`config.mk`:
```
export PLATFORM = sky130hd
export DESIGN_NAME = first_occurrence_byte_search_core
export DESIGN_NICKNAME = d
export VERILOG_FILES = /design/src/sv/fbs_pkg.sv /design/src/sv/fbs_cell.sv /design/src/sv/first_occurrence_byte_search_core.sv
export SDC_FILE = /design/constraint.sdc
export NUM_CORES = 1
export LEC_CHECK = 0
export ABC_CLOCK_PERIOD_IN_PS = 27700
export BUFFER_PORTS_ARGS = -buffer_cell sky130_fd_sc_hd__buf_2
export CELL_PAD_IN_SITES_DETAIL_PLACEMENT = 1
export CELL_PAD_IN_SITES_GLOBAL_PLACEMENT = 1
export CORE_MARGIN = 2
export CORE_UTILIZATION = 49
export CTS_BUF_LIST = sky130_fd_sc_hd__clkbuf_4 sky130_fd_sc_hd__clkbuf_8 sky130_fd_sc_hd__clkbuf_16
export DETAILED_ROUTE_END_ITERATION = 10
export GPL_TIMING_DRIVEN = 1
export PLACE_DENSITY_LB_ADDON = 0.08
export SLEW_MARGIN = 10
export SYNTH_ARGS = -nofsm -noshare
export SYNTH_HDL_FRONTEND = slang
export SYNTH_HIERARCHICAL = 1
export SYNTH_SLANG_ARGS = --single-unit
```
`constraint.sdc`:
```
create_clock -name clk_i -period 27.7 [get_ports clk_i]
set_input_delay 2.77 -clock clk_i [delete_from_list [all_inputs] [get_ports clk_i]]
set_output_delay 2.77 -clock clk_i [all_outputs]
set_load 0.01 [all_outputs]
```
`src/sv/fbs_pkg.sv`:
```
`timescale 1ns / 1ps
// Shared types and constants for the first-occurrence byte search core.
// No dependencies.
package fbs_pkg;

  localparam int PATTERN_MAX = 64;
  localparam int LEN_W       = $clog2(PATTERN_MAX + 1);
  localparam int COUNT_W     = 32;

  typedef enum logic [1:0] {
    CMD_CLEAR   = 2'd0,
    CMD_PATTERN = 2'd1,
    CMD_TEXT    = 2'd2,
    CMD_REPORT  = 2'd3
  } cmd_e;

  typedef enum logic [1:0] {
    STAT_NOT_FOUND = 2'd0,
    STAT_FOUND     = 2'd1,
    STAT_OVERFLOW  = 2'd2
  } status_e;

  typedef struct packed {
    logic [1:0] command;
    logic [7:0] data_byte;
  } in_item_t;

  typedef struct packed {
    logic [1:0]         status;
    logic [COUNT_W-1:0] match_offset;
  } out_item_t;

  // Per-cycle controls broadcast along the cell row.
  typedef struct packed {
    logic text_shift;
    logic pat_shift;
    logic used_clr;
  } cell_ctrl_t;

endpackage

```
`src/sv/fbs_cell.sv`:
```
`timescale 1ns / 1ps
// One cell of the comparator row: a text window byte, a pattern byte and
// an in-use flag, each shifted in from the neighbour. Depends on fbs_pkg.
module fbs_cell (
  input  logic               clk_i,
  input  logic               rst_ni,
  input  fbs_pkg::cell_ctrl_t ctrl_i,
  input  logic [7:0]         text_i,
  input  logic [7:0]         pat_i,
  input  logic               used_i,
  output logic [7:0]         text_o,
  output logic [7:0]         pat_o,
  output logic               used_o,
  output logic               ok_o
);

  logic [7:0] text_q, text_d;
  logic [7:0] pat_q, pat_d;
  logic       used_q, used_d;

  always_comb begin
    text_d = ctrl_i.text_shift ? text_i : text_q;
    pat_d  = ctrl_i.pat_shift  ? pat_i  : pat_q;
    used_d = used_q;
    if (ctrl_i.used_clr) begin
      used_d = 1'b0;
    end else if (ctrl_i.pat_shift) begin
      used_d = used_i;
    end
  end

  always_ff @(posedge clk_i) begin
    text_q <= text_d;
    pat_q  <= pat_d;
  end

  always_ff @(posedge clk_i or negedge rst_ni) begin
    if (!rst_ni) begin
      used_q <= 1'b0;
    end else begin
      used_q <= used_d;
    end
  end

  // An unused cell never blocks a match.
  assign ok_o   = !used_q || (text_q == pat_q);
  assign text_o = text_q;
  assign pat_o  = pat_q;
  assign used_o = used_q;

endmodule

```
`src/sv/first_occurrence_byte_search_core.sv`:
```
`timescale 1ns / 1ps
// Top level of the first-occurrence byte search core: control, counters
// and report register around a row of fbs_cell. Depends on fbs_pkg, fbs_cell.

// Takes one item per cycle of any command; an item is stalled only while a
// report result is waiting and the output side stalls. The search runs on a
// row of PATTERN_MAX cells: each text byte shifts into cell 0 and along the
// window, while each pattern byte shifts into cell 0 and along the pattern
// chain, so cell i always pairs the text byte i places back with the pattern
// byte i places from the end. Every cell compares its pair; the match
// decision for a text byte is the AND of all cell results plus the length
// and count checks, taken in the cycle after the byte, and it is folded
// straight into a report arriving in that cycle. A report gives its result
// from a register, in the cycle after acceptance. Clear (command 0) empties the
// pattern and the text side; a report empties only the text side. A pattern
// byte beyond PATTERN_MAX is dropped and flags overflow. No clearing pass
// follows reset: the block is ready in the first cycle.
module first_occurrence_byte_search_core (
  input  logic               clk_i,
  input  logic               rst_ni,
  input  logic               in_valid_i,
  output logic               in_stall_o,
  input  fbs_pkg::in_item_t  in_item_i,
  output logic               out_valid_o,
  input  logic               out_stall_i,
  output fbs_pkg::out_item_t out_item_o
);

  localparam int N = fbs_pkg::PATTERN_MAX;
  localparam int LW = fbs_pkg::LEN_W;
  localparam int CW = fbs_pkg::COUNT_W;

  logic                 accept;
  fbs_pkg::cmd_e        cmd;
  fbs_pkg::cell_ctrl_t  ctrl;

  logic [LW-1:0]        len_q, len_d;
  logic                 ovf_q, ovf_d;
  logic [CW-1:0]        count_q, count_d;
  logic                 found_q, found_d;
  logic [CW-1:0]        off_q, off_d;
  logic                 check_q, check_d;
  logic                 out_valid_q, out_valid_d;
  fbs_pkg::out_item_t   out_item_q, out_item_d;

  logic [7:0]           text_chain [N+1];
  logic [7:0]           pat_chain  [N+1];
  logic                 used_chain [N+1];
  logic [N-1:0]         cell_ok;

  logic                 len_full;
  logic [CW-1:0]        len_ext;
  logic                 hit;
  logic                 found_now;
  logic [CW-1:0]        off_now;

  // Hold every item while a result waits on a stalled output.
  assign in_stall_o = out_valid_q && out_stall_i;
  assign accept     = in_valid_i && !in_stall_o;
  assign cmd        = fbs_pkg::cmd_e'(in_item_i.command);

  assign len_full = (len_q == LW'(N));
  assign len_ext  = CW'(len_q);

  assign ctrl.text_shift = accept && (cmd == fbs_pkg::CMD_TEXT);
  assign ctrl.pat_shift  = accept && (cmd == fbs_pkg::CMD_PATTERN) && !len_full;
  assign ctrl.used_clr   = accept && (cmd == fbs_pkg::CMD_CLEAR);

  // Feed the head of the row; the chains run from cell 0 upward.
  assign text_chain[0] = in_item_i.data_byte;
  assign pat_chain[0]  = in_item_i.data_byte;
  assign used_chain[0] = 1'b1;

  for (genvar i = 0; i < N; i++) begin : g_cell
    fbs_cell u_cell (
      .clk_i  (clk_i),
      .rst_ni (rst_ni),
      .ctrl_i (ctrl),
      .text_i (text_chain[i]),
      .pat_i  (pat_chain[i]),
      .used_i (used_chain[i]),
      .text_o (text_chain[i+1]),
      .pat_o  (pat_chain[i+1]),
      .used_o (used_chain[i+1]),
      .ok_o   (cell_ok[i])
    );
  end

  // Decide on the text byte taken last cycle; latch only the first window.
  assign hit = check_q && !found_q && !ovf_q && (len_q != '0) &&
               (count_q >= len_ext) && (&cell_ok);
  assign found_now = found_q || hit;
  assign off_now   = hit ? (count_q - len_ext) : off_q;

  always_comb begin
    len_d       = len_q;
    ovf_d       = ovf_q;
    count_d     = count_q;
    found_d     = found_now;
    off_d       = off_now;
    check_d     = 1'b0;
    out_valid_d = out_valid_q && out_stall_i;
    out_item_d  = out_item_q;
    if (accept) begin
      unique case (cmd)
        fbs_pkg::CMD_CLEAR: begin
          len_d   = '0;
          ovf_d   = 1'b0;
          count_d = '0;
          found_d = 1'b0;
          off_d   = '0;
        end
        fbs_pkg::CMD_PATTERN: begin
          if (len_full) begin
            ovf_d = 1'b1;
          end else begin
            len_d = len_q + LW'(1);
          end
        end
        fbs_pkg::CMD_TEXT: begin
          // Saturate the text counter.
          if (count_q != '1) begin
            count_d = count_q + CW'(1);
          end
          check_d = 1'b1;
        end
        fbs_pkg::CMD_REPORT: begin
          out_valid_d = 1'b1;
          out_item_d.match_offset = '0;
          if (ovf_q) begin
            out_item_d.status = fbs_pkg::STAT_OVERFLOW;
          end else if (len_q == '0) begin
            out_item_d.status = fbs_pkg::STAT_FOUND;
          end else if (found_now) begin
            out_item_d.status       = fbs_pkg::STAT_FOUND;
            out_item_d.match_offset = off_now;
          end else begin
            out_item_d.status = fbs_pkg::STAT_NOT_FOUND;
          end
          // Drop the text side; keep the pattern.
          count_d = '0;
          found_d = 1'b0;
          off_d   = '0;
        end
        default: begin
          len_d = len_q;
        end
      endcase
    end
  end

  always_ff @(posedge clk_i or negedge rst_ni) begin
    if (!rst_ni) begin
      len_q       <= '0;
      ovf_q       <= 1'b0;
      count_q     <= '0;
      found_q     <= 1'b0;
      off_q       <= '0;
      check_q     <= 1'b0;
      out_valid_q <= 1'b0;
    end else begin
      len_q       <= len_d;
      ovf_q       <= ovf_d;
      count_q     <= count_d;
      found_q     <= found_d;
      off_q       <= off_d;
      check_q     <= check_d;
      out_valid_q <= out_valid_d;
    end
  end

  always_ff @(posedge clk_i) begin
    out_item_q <= out_item_d;
  end

  assign out_valid_o = out_valid_q;
  assign out_item_o  = out_item_q;

endmodule
```
After elaboration in Yosys (flattened, before gate mapping) --
Cells that the tools add are included.
Operators by class: div/mod/pow operators 0, order comparisons 1, shifts and indexed selects 0, add/sub/neg operators 3, reduce and logical (&&, ||, !) cells 157, bitwise gates (word level) 1, eq/ne operators 72, $mul 0, mux-type cells 145
Operators with widths (count):
- $eq A8 B8 Y1 | 64
- $mux W1 | 137
- $mux W32 | 4
- $logic_not A1 Y1 | 68
- $logic_or A1 B1 Y1 | 65
- $pmux W32 S2 | 1
- $reduce_and A64 Y1 | 1
- $add A32 B1 Y32 const B | 1
- $ge A32 B7 Y1 | 1
- $ne A32 B32 Y1 const B | 1
- $sub A32 B7 Y32 | 1
- $pmux W7 S2 | 1
- $logic_and A1 B1 Y1 | 11
- $reduce_and A3 Y1 | 3
- $add A7 B1 Y7 const B | 1
- $eq A7 B7 Y1 const B | 1
- $logic_not A7 Y1 | 1
- $mux W7 | 1
- $reduce_bool A7 Y1 | 1
- $reduce_bool A2 Y1 | 3
- $eq A2 B2 Y1 const B | 2
- $ne A2 B2 Y1 const B | 2
- $reduce_or A3 Y1 | 1
- $eq A2 B1 Y1 const B | 1
- 6 further kinds | 6
Storage, ports and cells: memory bits (writable) 0, bits in registers 1197, latch bits 0, memories kept 0, ROM bits 0, output and inout port bits 36

Logic depth before layout (Yosys ltp) --
Gate-level depths: netlist of run 1.
word-level depth 9, depth in mapped cells 11

Hierarchy --
Netlist of run 1, hierarchy kept.
By module, submodules not included:
- fbs_cell | cells an instance 30, area an instance 606.8 um^2, times used 64, seq. area each 505.5 um^2
- first_occurrence_byte_search_core | cells an instance 692, area an instance 6427.4 um^2, times used 1, seq. area each 2897.8 um^2

Worst setup path before layout of run 1 --
Ideal clock, no wire load.
kind in2reg, start point input in_valid_i, end point register g_cell[0].u_cell.used_q, setup slack -2.268 ns, setup time 0.148 ns, stages 5, data arrival time 29.820 ns, cells stage by stage a21boi_1 nand2_1 nor2_1 mux2i_1 nor2_1
RTL lines:
- start: declaration | line first_occurrence_byte_search_core.sv:21 | input logic in_valid_i,
- end signal: assignment | line fbs_cell.sv:41 | used_q <= used_d;
- end: declaration | line fbs_cell.sv:19 | logic used_q, used_d;

==> flow_results.xml, run 1 <==
<?xml version="1.0" encoding="UTF-8"?>
<metrics>
  <group name="outcome">
    <metric name="run_status" unit="">completed</metric>
  </group>
  <group name="drt">
    <metric name="top_layer_used" unit="">met4</metric>
    <metric name="detail-route-antenna-nets" unit="">0</metric>
    <metric name="detailroute.via_count" unit="">22018</metric>
    <metric name="routed-wl-met2" unit="mm">41.5</metric>
    <metric name="drt_iter0_drc" unit="">1496</metric>
    <metric name="first_pass_iters" unit="">5</metric>
    <metric name="routed_wirelength" unit="mm">85.8</metric>
    <metric name="met3_wirelength" unit="mm">2.87</metric>
    <metric name="detail_route.vias_per_cell" unit="">5.43</metric>
    <metric name="drc_markers" unit="">0</metric>
    <metric name="route.detailed.wl_per_inst" unit="um">21.2</metric>
    <metric name="wl_met1" unit="mm">39.3</metric>
  </group>
  <group name="timing">
    <metric name="timing.setup.tns" unit="ns">0</metric>
    <metric name="fmax" unit="GHz">0.151</metric>
    <metric name="worst_slack" unit="ns">21.06</metric>
    <metric name="finalWorstPathRequiredPeriod" unit="ns">6.64</metric>
    <metric name="rsz0062_at_grt" unit="">false</metric>
    <metric name="tightestPinTransition" unit="ns">1.19</metric>
    <metric name="slew_violations" unit="">0</metric>
    <metric name="final.setup_skew" unit="ns">0.0241</metric>
    <metric name="report.final.setup_viol" unit="">0</metric>
    <metric name="finalHoldViolations" unit="">0</metric>
    <metric name="worst_slew_margin_rel" unit="%">20.8</metric>
    <metric name="fin_crit_sh" unit="%">24.0</metric>
  </group>
  <group name="critical_path">
    <metric name="cp-end-kind" unit="">register</metric>
    <metric name="worst_ep_arrival" unit="ns">7.17</metric>
    <metric name="timing.reg2reg.setup_slack" unit="ns">22.80</metric>
    <metric name="required" unit="ns">28.23</metric>
    <metric name="r2r_cells" unit="">9</metric>
    <metric name="worst-path-max-fanout" unit="">169</metric>
    <metric name="critical_path_class" unit="">input pin to register</metric>
    <metric name="crit_path_launch_type" unit="">input pin</metric>
    <metric name="critPathLaunch" unit="">in_valid_i</metric>
    <metric name="crit-reg2reg-capture" unit="">g_cell[32].u_cell/used_o</metric>
    <metric name="setup.worst_path.end" unit="">g_cell[32].u_cell/used_o</metric>
    <metric name="timing.rr.start" unit="">out_valid_o</metric>
  </group>
  <group name="logic_synthesis">
    <metric name="yosysWarnings" unit="">6</metric>
    <metric name="netlist-cell-type-count" unit="">64</metric>
    <metric name="post_synthesis_cell_area" unit="um2">45300</metric>
    <metric name="synth.top_cells.by_area" unit="">edfxtp_1 (70%), xnor2_1 (11%), dfrtp_1 (7.7%)</metric>
    <metric name="yosys_most_used_dff" unit="">edfxtp_1</metric>
    <metric name="synth_largest_type_area_fraction" unit="%">70.2</metric>
    <metric name="seq_area_frac_synth" unit="%">77.9</metric>
    <metric name="postSynthCellCount" unit="">2612</metric>
    <metric name="avgSynthCellArea" unit="um2">17.3</metric>
    <metric name="async_reset_ff_share" unit="%">11.6</metric>
    <metric name="yosys_register_bits" unit="">1197</metric>
    <metric name="synth-edff-count" unit="">1058</metric>
    <metric name="synthesis.nets" unit="">2641</metric>
    <metric name="netlist.top_cell.by_area" unit="">edfxtp_1</metric>
  </group>
  <group name="power">
    <metric name="vdd_drop_max" unit="V">0.0000685</metric>
    <metric name="cellLeakagePower" unit="nW">16.6</metric>
    <metric name="power_density" unit="nW/um2">79.7</metric>
  </group>
  <group name="placement">
    <metric name="place.gp.congestion" unit="">0.837</metric>
    <metric name="hpwl" unit="mm">52.7</metric>
    <metric name="dp_slack" unit="ns">20.29</metric>
    <metric name="numPortBuffers" unit="">49</metric>
    <metric name="placedCellCount" unit="">3825</metric>
  </group>
  <group name="finish">
    <metric name="post_layout_nonfiller_instances" unit="">4052</metric>
    <metric name="final_layout_size_suffix_gt1_share" unit="%">10.9</metric>
    <metric name="finalNetCount" unit="">2791</metric>
    <metric name="antenna_diode_count" unit="">0</metric>
    <metric name="area_growth_syn_to_layout" unit="%">12.8</metric>
  </group>
  <group name="floorplanning">
    <metric name="fp.dieH" unit="um">308</metric>
    <metric name="die_w" unit="um">308</metric>
    <metric name="core" unit="um2">91700</metric>
    <metric name="floorplan.io_pins" unit="">50</metric>
    <metric name="row_count" unit="">111</metric>
    <metric name="initial_core_util" unit="%">49.4</metric>
    <metric name="die_area" unit="um2">94800</metric>
  </group>
  <group name="grt">
    <metric name="initial_antenna_violation_count" unit="">0</metric>
    <metric name="grt_usage" unit="%">18.4</metric>
    <metric name="grt-ovfl-total" unit="">0</metric>
    <metric name="grt_max_degree" unit="">174</metric>
    <metric name="first_global_vias" unit="">23534</metric>
    <metric name="grt_pass1_wl" unit="mm">136</metric>
  </group>
  <group name="min_path">
    <metric name="hold_class" unit="">register to register</metric>
    <metric name="hold_start" unit="">g_cell[39].u_cell/pat_o[1]</metric>
  </group>
  <group name="clock_tree">
    <metric name="cts.repair.resized" unit="">0</metric>
    <metric name="tritoncts_clock_tree" unit="">done</metric>
    <metric name="cts.htree.levels" unit="">3</metric>
    <metric name="cts.sinks" unit="">1197</metric>
    <metric name="cts.hold.buffers_added" unit="">0</metric>
    <metric name="clock_root_buffer" unit="">clkbuf_16</metric>
    <metric name="tritoncts.num_buffers" unit="">121</metric>
    <metric name="setup_fix_bufs_post_cts" unit="">0</metric>
    <metric name="path_clk_slew" unit="ns">0.06</metric>
    <metric name="clock_insertion_delay_worst_skew" unit="ns">0.70</metric>
    <metric name="cts-root-to-sink-buffers" unit="">3</metric>
  </group>
  <group name="flow_run">
    <metric name="timing.max_cap.violations" unit="">0</metric>
  </group>
</metrics>
[synth_stat cells (all sizes together), types with 2 or more instances]
library cell	n
a21boi	4
nand2	68
and3	6
a31oi	5
a2111oi	9
a211o	3
o41ai	3
o31a	2
nor4	20
nand4b	2
mux2i	64
dfrtp	139
a211oi	13
and4	5
nor3b	3
o211ai	7
o21a	5
or2	2
and2	7
clkbuf	21
or4	3
nand4	150
nor2b	7
nand2b	9
o21ai	120
a21oi	72
nand3	38
o31ai	10
or3	4
edfxtp	1058
ha	14
nor3	17
xor2	13
buf	23
xnor2	543
nor2	117
inv	17
[sequential cells by signal, summed over array words and instances (netlist names)]
| register | cells |
|---|---|
| out_valid_o | 1 |
| count_q | 32 |
| found_q | 1 |
| g_cell.u_cell/pat_o | 512 |
| len_q | 7 |
| ovf_q | 1 |
| g_cell.u_cell/used_o | 64 |
| out_item_o | 34 |
| g_cell.u_cell/text_o | 512 |
| off_q | 32 |
| check_q | 1 |
[power breakdown]
part           total (mW)  leakage, nW  switching [mW]  internal, mW
registers            2.07         11.6          0.0430          2.03
logic               0.360         2.99           0.236         0.124
clock network        1.63         2.01           0.674         0.960
total                4.07         16.6           0.953          3.12
[kinds of logic (layout without fill, tap and decap cells)]
family,count (synthesis),after routing,share of synthesized area [%]
xor gates and xnor gates,556,556,10.8
DFF,1197,1197,77.9
buffers and inverters,61,315,0.583
adders and majority gates,15,15,0.431
AOI/OAI and AO/OA,257,257,3.39
other,1,1,0.00828
muxes,64,64,1.42
and+or+nand+nor,461,461,5.54
[through the flow]
step / hold slack, ns / instance area [um2] / power (mW) / utilization, %
floorplan: 0.449 / 45300 / 2.39 / -
global placement: 0.450 / 47000 / 2.46 / 51.3
detailed placement: 0.457 / 47000 / 2.47 / 51.3
CTS: 0.459 / 51000 / 4.11 / 55.7
global route: 0.469 / 51000 / 4.22 / 55.7
finish: 0.463 / 51000 / 4.07 / 55.7
[critical path, stage by stage]
cell      delay [ns]
buf_2           0.08
a21boi_1        0.50
nand2_1         0.19
nor2_4          0.10
buf_4           0.69
buf_12          0.68
buf_4           0.80
buf_4           0.74
mux2i_1         0.29
nor2_1          0.06
[worst min-delay path by stage]
stage                                       end  slack [ns]  depth (start not counted)
floorplan           g_cell[10].u_cell/text_o[0]        0.45                          0
global placement     g_cell[10].u_cell/pat_o[2]        0.45                          0
detailed placement    g_cell[7].u_cell/pat_o[3]        0.46                          0
CTS                 g_cell[15].u_cell/text_o[3]        0.46                          0
global route         g_cell[58].u_cell/pat_o[2]        0.47                          0
finish               g_cell[40].u_cell/pat_o[1]        0.46                          0
[final cells by class]
type | count | area (um2)
well taps | 1186 | 1480
fillers | 8314 | 40600
multi-input cells | 1354 | 9780
clock inverters | 70 | 649
repair buffers | 71 | 442
flip-flops and latches | 1197 | 35200
clock buffers | 157 | 3380
inverters | 17 | 63.8
[routing by layer]
layer	GRT usage, %	up-vias
li1	-	10135
met1	26.0	11383
met3	2.78	138
met5	0	-
met2	29.7	362
met4	5.75	0
[cell usage in the layout, fill, tap and decap left out, types with 4 or more instances in the layout]
master      Yosys  final
nand3_1        34     34
clkbuf_16       0    124
ha_1           14     14
nor2_1        116    114
xor2_1         13     13
clkinv_2        0     25
and2_1          7      6
xnor2_1       543    543
nand4_1       150    150
o31ai_1         9      9
nand2_1        67     67
nor2b_1         7      7
clkinvlp_4      0      5
nand2b_1        9      9
mux2i_1        64     64
nor4_1         14     14
clkbuf_8        0      4
o211ai_1        7      7
bufinv_16       0     11
clkbuf_4        0     29
a21oi_1        72     72
buf_4           0     20
nor3_1         15     13
and3_1          6      6
and4_1          5      5
o21a_1          5      5
nor4_4          4      4
clkinv_4        0      4
edfxtp_1     1058   1058
dfrtp_1       139    139
buf_2          22     48
clkinv_1        0     21
a31oi_1         5      5
o21ai_0        51     51
inv_1          17     16
o21ai_1        68     67
a211oi_1       12     12
Note: power is estimated with default switching activity, not from simulation.
==> inputs of run 2 (changes only) <==
--- a/config.mk
+++ b/config.mk
@@ -5,7 +5,7 @@
 export SDC_FILE = /design/constraint.sdc
 export NUM_CORES = 1
 export LEC_CHECK = 0
-export ABC_CLOCK_PERIOD_IN_PS = 27700
+export ABC_CLOCK_PERIOD_IN_PS = 5800
 export BUFFER_PORTS_ARGS = -buffer_cell sky130_fd_sc_hd__buf_2
 export CELL_PAD_IN_SITES_DETAIL_PLACEMENT = 1
 export CELL_PAD_IN_SITES_GLOBAL_PLACEMENT = 1
==> constraint.sdc (replaced) <==
create_clock -name clk_i -period 5.8 [get_ports clk_i]
set_input_delay 0.58 -clock clk_i [delete_from_list [all_inputs] [get_ports clk_i]]
set_output_delay 0.58 -clock clk_i [all_outputs]
set_load 0.01 [all_outputs]
==> flow_results.xml, run 2 (synthesized netlist as in run 1, its figures left out) <==
<?xml version="1.0" encoding="UTF-8"?>
<metrics>
  <group name="timing">
    <metric name="worst_slack" unit="ns">1.41</metric>
    <metric name="fin_crit_sh" unit="%">75.6</metric>
    <metric name="slew_violations" unit="">0</metric>
    <metric name="final.setup_skew" unit="ns">0.0281</metric>
    <metric name="rsz0062_at_grt" unit="">false</metric>
    <metric name="worst_slew_margin_rel" unit="%">23.0</metric>
    <metric name="report.final.setup_viol" unit="">0</metric>
    <metric name="finalWorstPathRequiredPeriod" unit="ns">4.39</metric>
    <metric name="tightestPinTransition" unit="ns">1.14</metric>
    <metric name="finalHoldViolations" unit="">0</metric>
    <metric name="fmax" unit="GHz">0.228</metric>
  </group>
  <group name="finish">
    <metric name="final_layout_size_suffix_gt1_share" unit="%">11.7</metric>
    <metric name="finalNetCount" unit="">2800</metric>
    <metric name="area_growth_syn_to_layout" unit="%">13.1</metric>
    <metric name="final_cell_mix" unit="">edfxtp_1 (1058), xnor2_1 (543), nand4_1 (150), dfrtp_1 (139), clkbuf_16 (123)</metric>
    <metric name="utilization" unit="%">55.8</metric>
    <metric name="antenna_diode_count" unit="">0</metric>
    <metric name="layout.cells.most_common" unit="">edfxtp_1</metric>
    <metric name="fillers" unit="">8248</metric>
  </group>
  <group name="grt">
    <metric name="grt_max_degree" unit="">136</metric>
    <metric name="grt-ovfl-total" unit="">0</metric>
    <metric name="grt_pass1_wl" unit="mm">134</metric>
    <metric name="initial_antenna_violation_count" unit="">0</metric>
    <metric name="grt_usage" unit="%">18.2</metric>
    <metric name="first_global_vias" unit="">23731</metric>
  </group>
  <group name="clock_tree">
    <metric name="cts-root-to-sink-buffers" unit="">3</metric>
    <metric name="tritoncts.num_buffers" unit="">121</metric>
    <metric name="path_clk_slew" unit="ns">0.06</metric>
    <metric name="cts.sinks" unit="">1197</metric>
    <metric name="clock_insertion_delay_worst_skew" unit="ns">0.69</metric>
    <metric name="clock_root_buffer" unit="">clkbuf_16</metric>
    <metric name="tritoncts_clock_tree" unit="">done</metric>
    <metric name="setup_fix_bufs_post_cts" unit="">0</metric>
    <metric name="cts.htree.levels" unit="">3</metric>
    <metric name="cts.repair.resized" unit="">0</metric>
    <metric name="cts.hold.buffers_added" unit="">0</metric>
  </group>
  <group name="critical_path">
    <metric name="worst-path-max-fanout" unit="">20</metric>
    <metric name="number_of_buffer_and_inverter_instances_along_the_worst_setup_path" unit="">0</metric>
    <metric name="critPathLaunch" unit="">g_cell[1].u_cell/pat_o[7]</metric>
    <metric name="crit_path_launch_type" unit="">register</metric>
    <metric name="required" unit="ns">6.32</metric>
    <metric name="cp-end-kind" unit="">register</metric>
    <metric name="critical_path.slowest_cell" unit="">nor4_1</metric>
    <metric name="worst_ep_arrival" unit="ns">4.91</metric>
    <metric name="timing.rr.start" unit="">g_cell[1].u_cell/pat_o[7]</metric>
    <metric name="critPathMaxStageDelay" unit="ns">1.03</metric>
    <metric name="cell_seen_most_often_among_critical_path_stages" unit="">nand4_1</metric>
    <metric name="path_cells" unit="">xnor2_1 &gt; nand4_1 &gt; o21ai_1 &gt; nand4_1 &gt; nor4_1 &gt; nand2_1 &gt; nor3_4 &gt; o211ai_1 &gt; a21oi_1</metric>
    <metric name="path_delay_family" unit="">simple AND/OR/NAND/NOR gates</metric>
    <metric name="critical_path_class" unit="">register to register</metric>
  </group>
  <group name="floorplanning">
    <metric name="fp.dieH" unit="um">308</metric>
    <metric name="core" unit="um2">91700</metric>
    <metric name="initial_core_util" unit="%">49.4</metric>
    <metric name="row_count" unit="">111</metric>
    <metric name="die_w" unit="um">308</metric>
    <metric name="die_area" unit="um2">94800</metric>
    <metric name="floorplan.io_pins" unit="">50</metric>
  </group>
  <group name="power">
    <metric name="p_seq_share" unit="%">50.9</metric>
    <metric name="p_switching" unit="mW">4.55</metric>
    <metric name="clock_power_share" unit="%">39.5</metric>
    <metric name="comb_power_share" unit="%">9.5</metric>
    <metric name="cellLeakagePower" unit="nW">16.7</metric>
    <metric name="power_switching_share" unit="%">23.4</metric>
    <metric name="vdd_drop_max" unit="V">0.000254</metric>
    <metric name="cell_internal_pwr" unit="mW">14.9</metric>
    <metric name="power_density" unit="nW/um2">380</metric>
  </group>
  <group name="drt">
    <metric name="drt_iter0_drc" unit="">1446</metric>
    <metric name="first_pass_iters" unit="">5</metric>
    <metric name="detailroute.via_count" unit="">22042</metric>
    <metric name="detail-route-antenna-nets" unit="">0</metric>
    <metric name="detail_route.vias_per_cell" unit="">5.43</metric>
    <metric name="routed_wirelength" unit="mm">85.3</metric>
    <metric name="route.detailed.wl_per_inst" unit="um">21.0</metric>
    <metric name="drc_markers" unit="">0</metric>
  </group>
  <group name="flow_run">
    <metric name="timing.max_cap.violations" unit="">0</metric>
  </group>
  <group name="placement">
    <metric name="hpwl" unit="mm">52.9</metric>
    <metric name="place.gp.congestion" unit="">0.818</metric>
    <metric name="numPortBuffers" unit="">49</metric>
    <metric name="dp_slack" unit="ns">1.39</metric>
  </group>
  <group name="outcome">
    <metric name="run_status" unit="">completed</metric>
  </group>
  <group name="min_path">
    <metric name="hold_class" unit="">input pin to asynchronous set/reset pin</metric>
  </group>
</metrics>
[run 2: cell count changes in the layout (fill, tap and decap cells not counted), moves of 4 or more]
cell	previous run	this run
clkinv_2	25	21
clkinvlp_4	5	1
buf_4	20	24
clkinv_4	4	0
clkbuf_4	29	45
clkbuf_8	4	18
bufinv_16	11	5
buf_12	2	7
clkinv_1	21	9
[run 2: metal layers]
metal	routed length (um)	GRT usage (%)	vias up
li1	-	-	10183
met1	36900	24.0	11382
met2	43500	31.3	343
met3	3040	2.84	134
met4	1830	5.43	0
met5	0	0	-
[run 2: power by group through the flow]
stage	clock network (mW)	logic (mW)	registers (mW)
floorplan	0	1.26	10.1
global placement	0	1.82	10.1
detailed placement	0	1.86	10.1
CTS	7.91	1.87	9.90
global route	8.21	2.01	9.94
finish	7.68	1.85	9.90
[run 2: path summary, 6_finish.rpt]
| kind | cells after the start | slack [ns] | end |
|---|---|---|---|
| worst max-delay path | 9 | 1.41 | out_item_o[26] |
| worst min-delay path | 1 | 0.02 | g_cell[63].u_cell/used_o |
| min in group clk_i | 1 | 0.09 | g_cell[0].u_cell/pat_o[4] |
| max in group asynchronous | 2 | 4.33 | count_q[25] |
| worst min register to register | 0 | 0.46 | g_cell[38].u_cell/pat_o[7] |
| worst max register to register | 9 | 1.41 | out_item_o[26] |
[run 2: metrics by stage]
| stage | hold slack, ns | total power, mW | instance area, um2 | std cells | setup TNS (ns) |
|---|---|---|---|---|---|
| after detailed placement | 0.457 | 11.9 | 47200 | 3834 | 0 |
| after CTS | 0.0333 | 19.7 | 51200 | 4060 | 0 |
| after global routing | 0.0535 | 20.2 | 51200 | 4060 | 0 |
| after global placement | 0.449 | 11.9 | 47200 | 3833 | 0 |
| final | 0.0237 | 19.4 | 51200 | 4060 | 0 |
| after floorplan | 0.284 | 11.3 | 45300 | 2612 | -3475.68 |
[run 2: cell type report]
cell class / count / area [um2] / area share [%]
Tap cell: 1186 / 1480 / 2.90
Clock buffer: 186 / 3660 / 7.16
Timing Repair Buffer: 80 / 572 / 1.12
Sequential cell: 1197 / 35200 / 68.9
Inverter: 17 / 63.8 / 0.125
Clock inverter: 40 / 332 / 0.648
Multi-Input combinational cell: 1354 / 9820 / 19.2
[run 2: worst register-to-register path: cells and delay by family, from the launching register on]
| family | cells | cell delay, ns |
|---|---|---|
| flip-flops | 1 | 0.41 |
| XOR/XNOR | 1 | 0.22 |
| AO/OA/AOI/OAI | 3 | 0.89 |
| AND/OR/NAND/NOR | 5 | 2.73 |
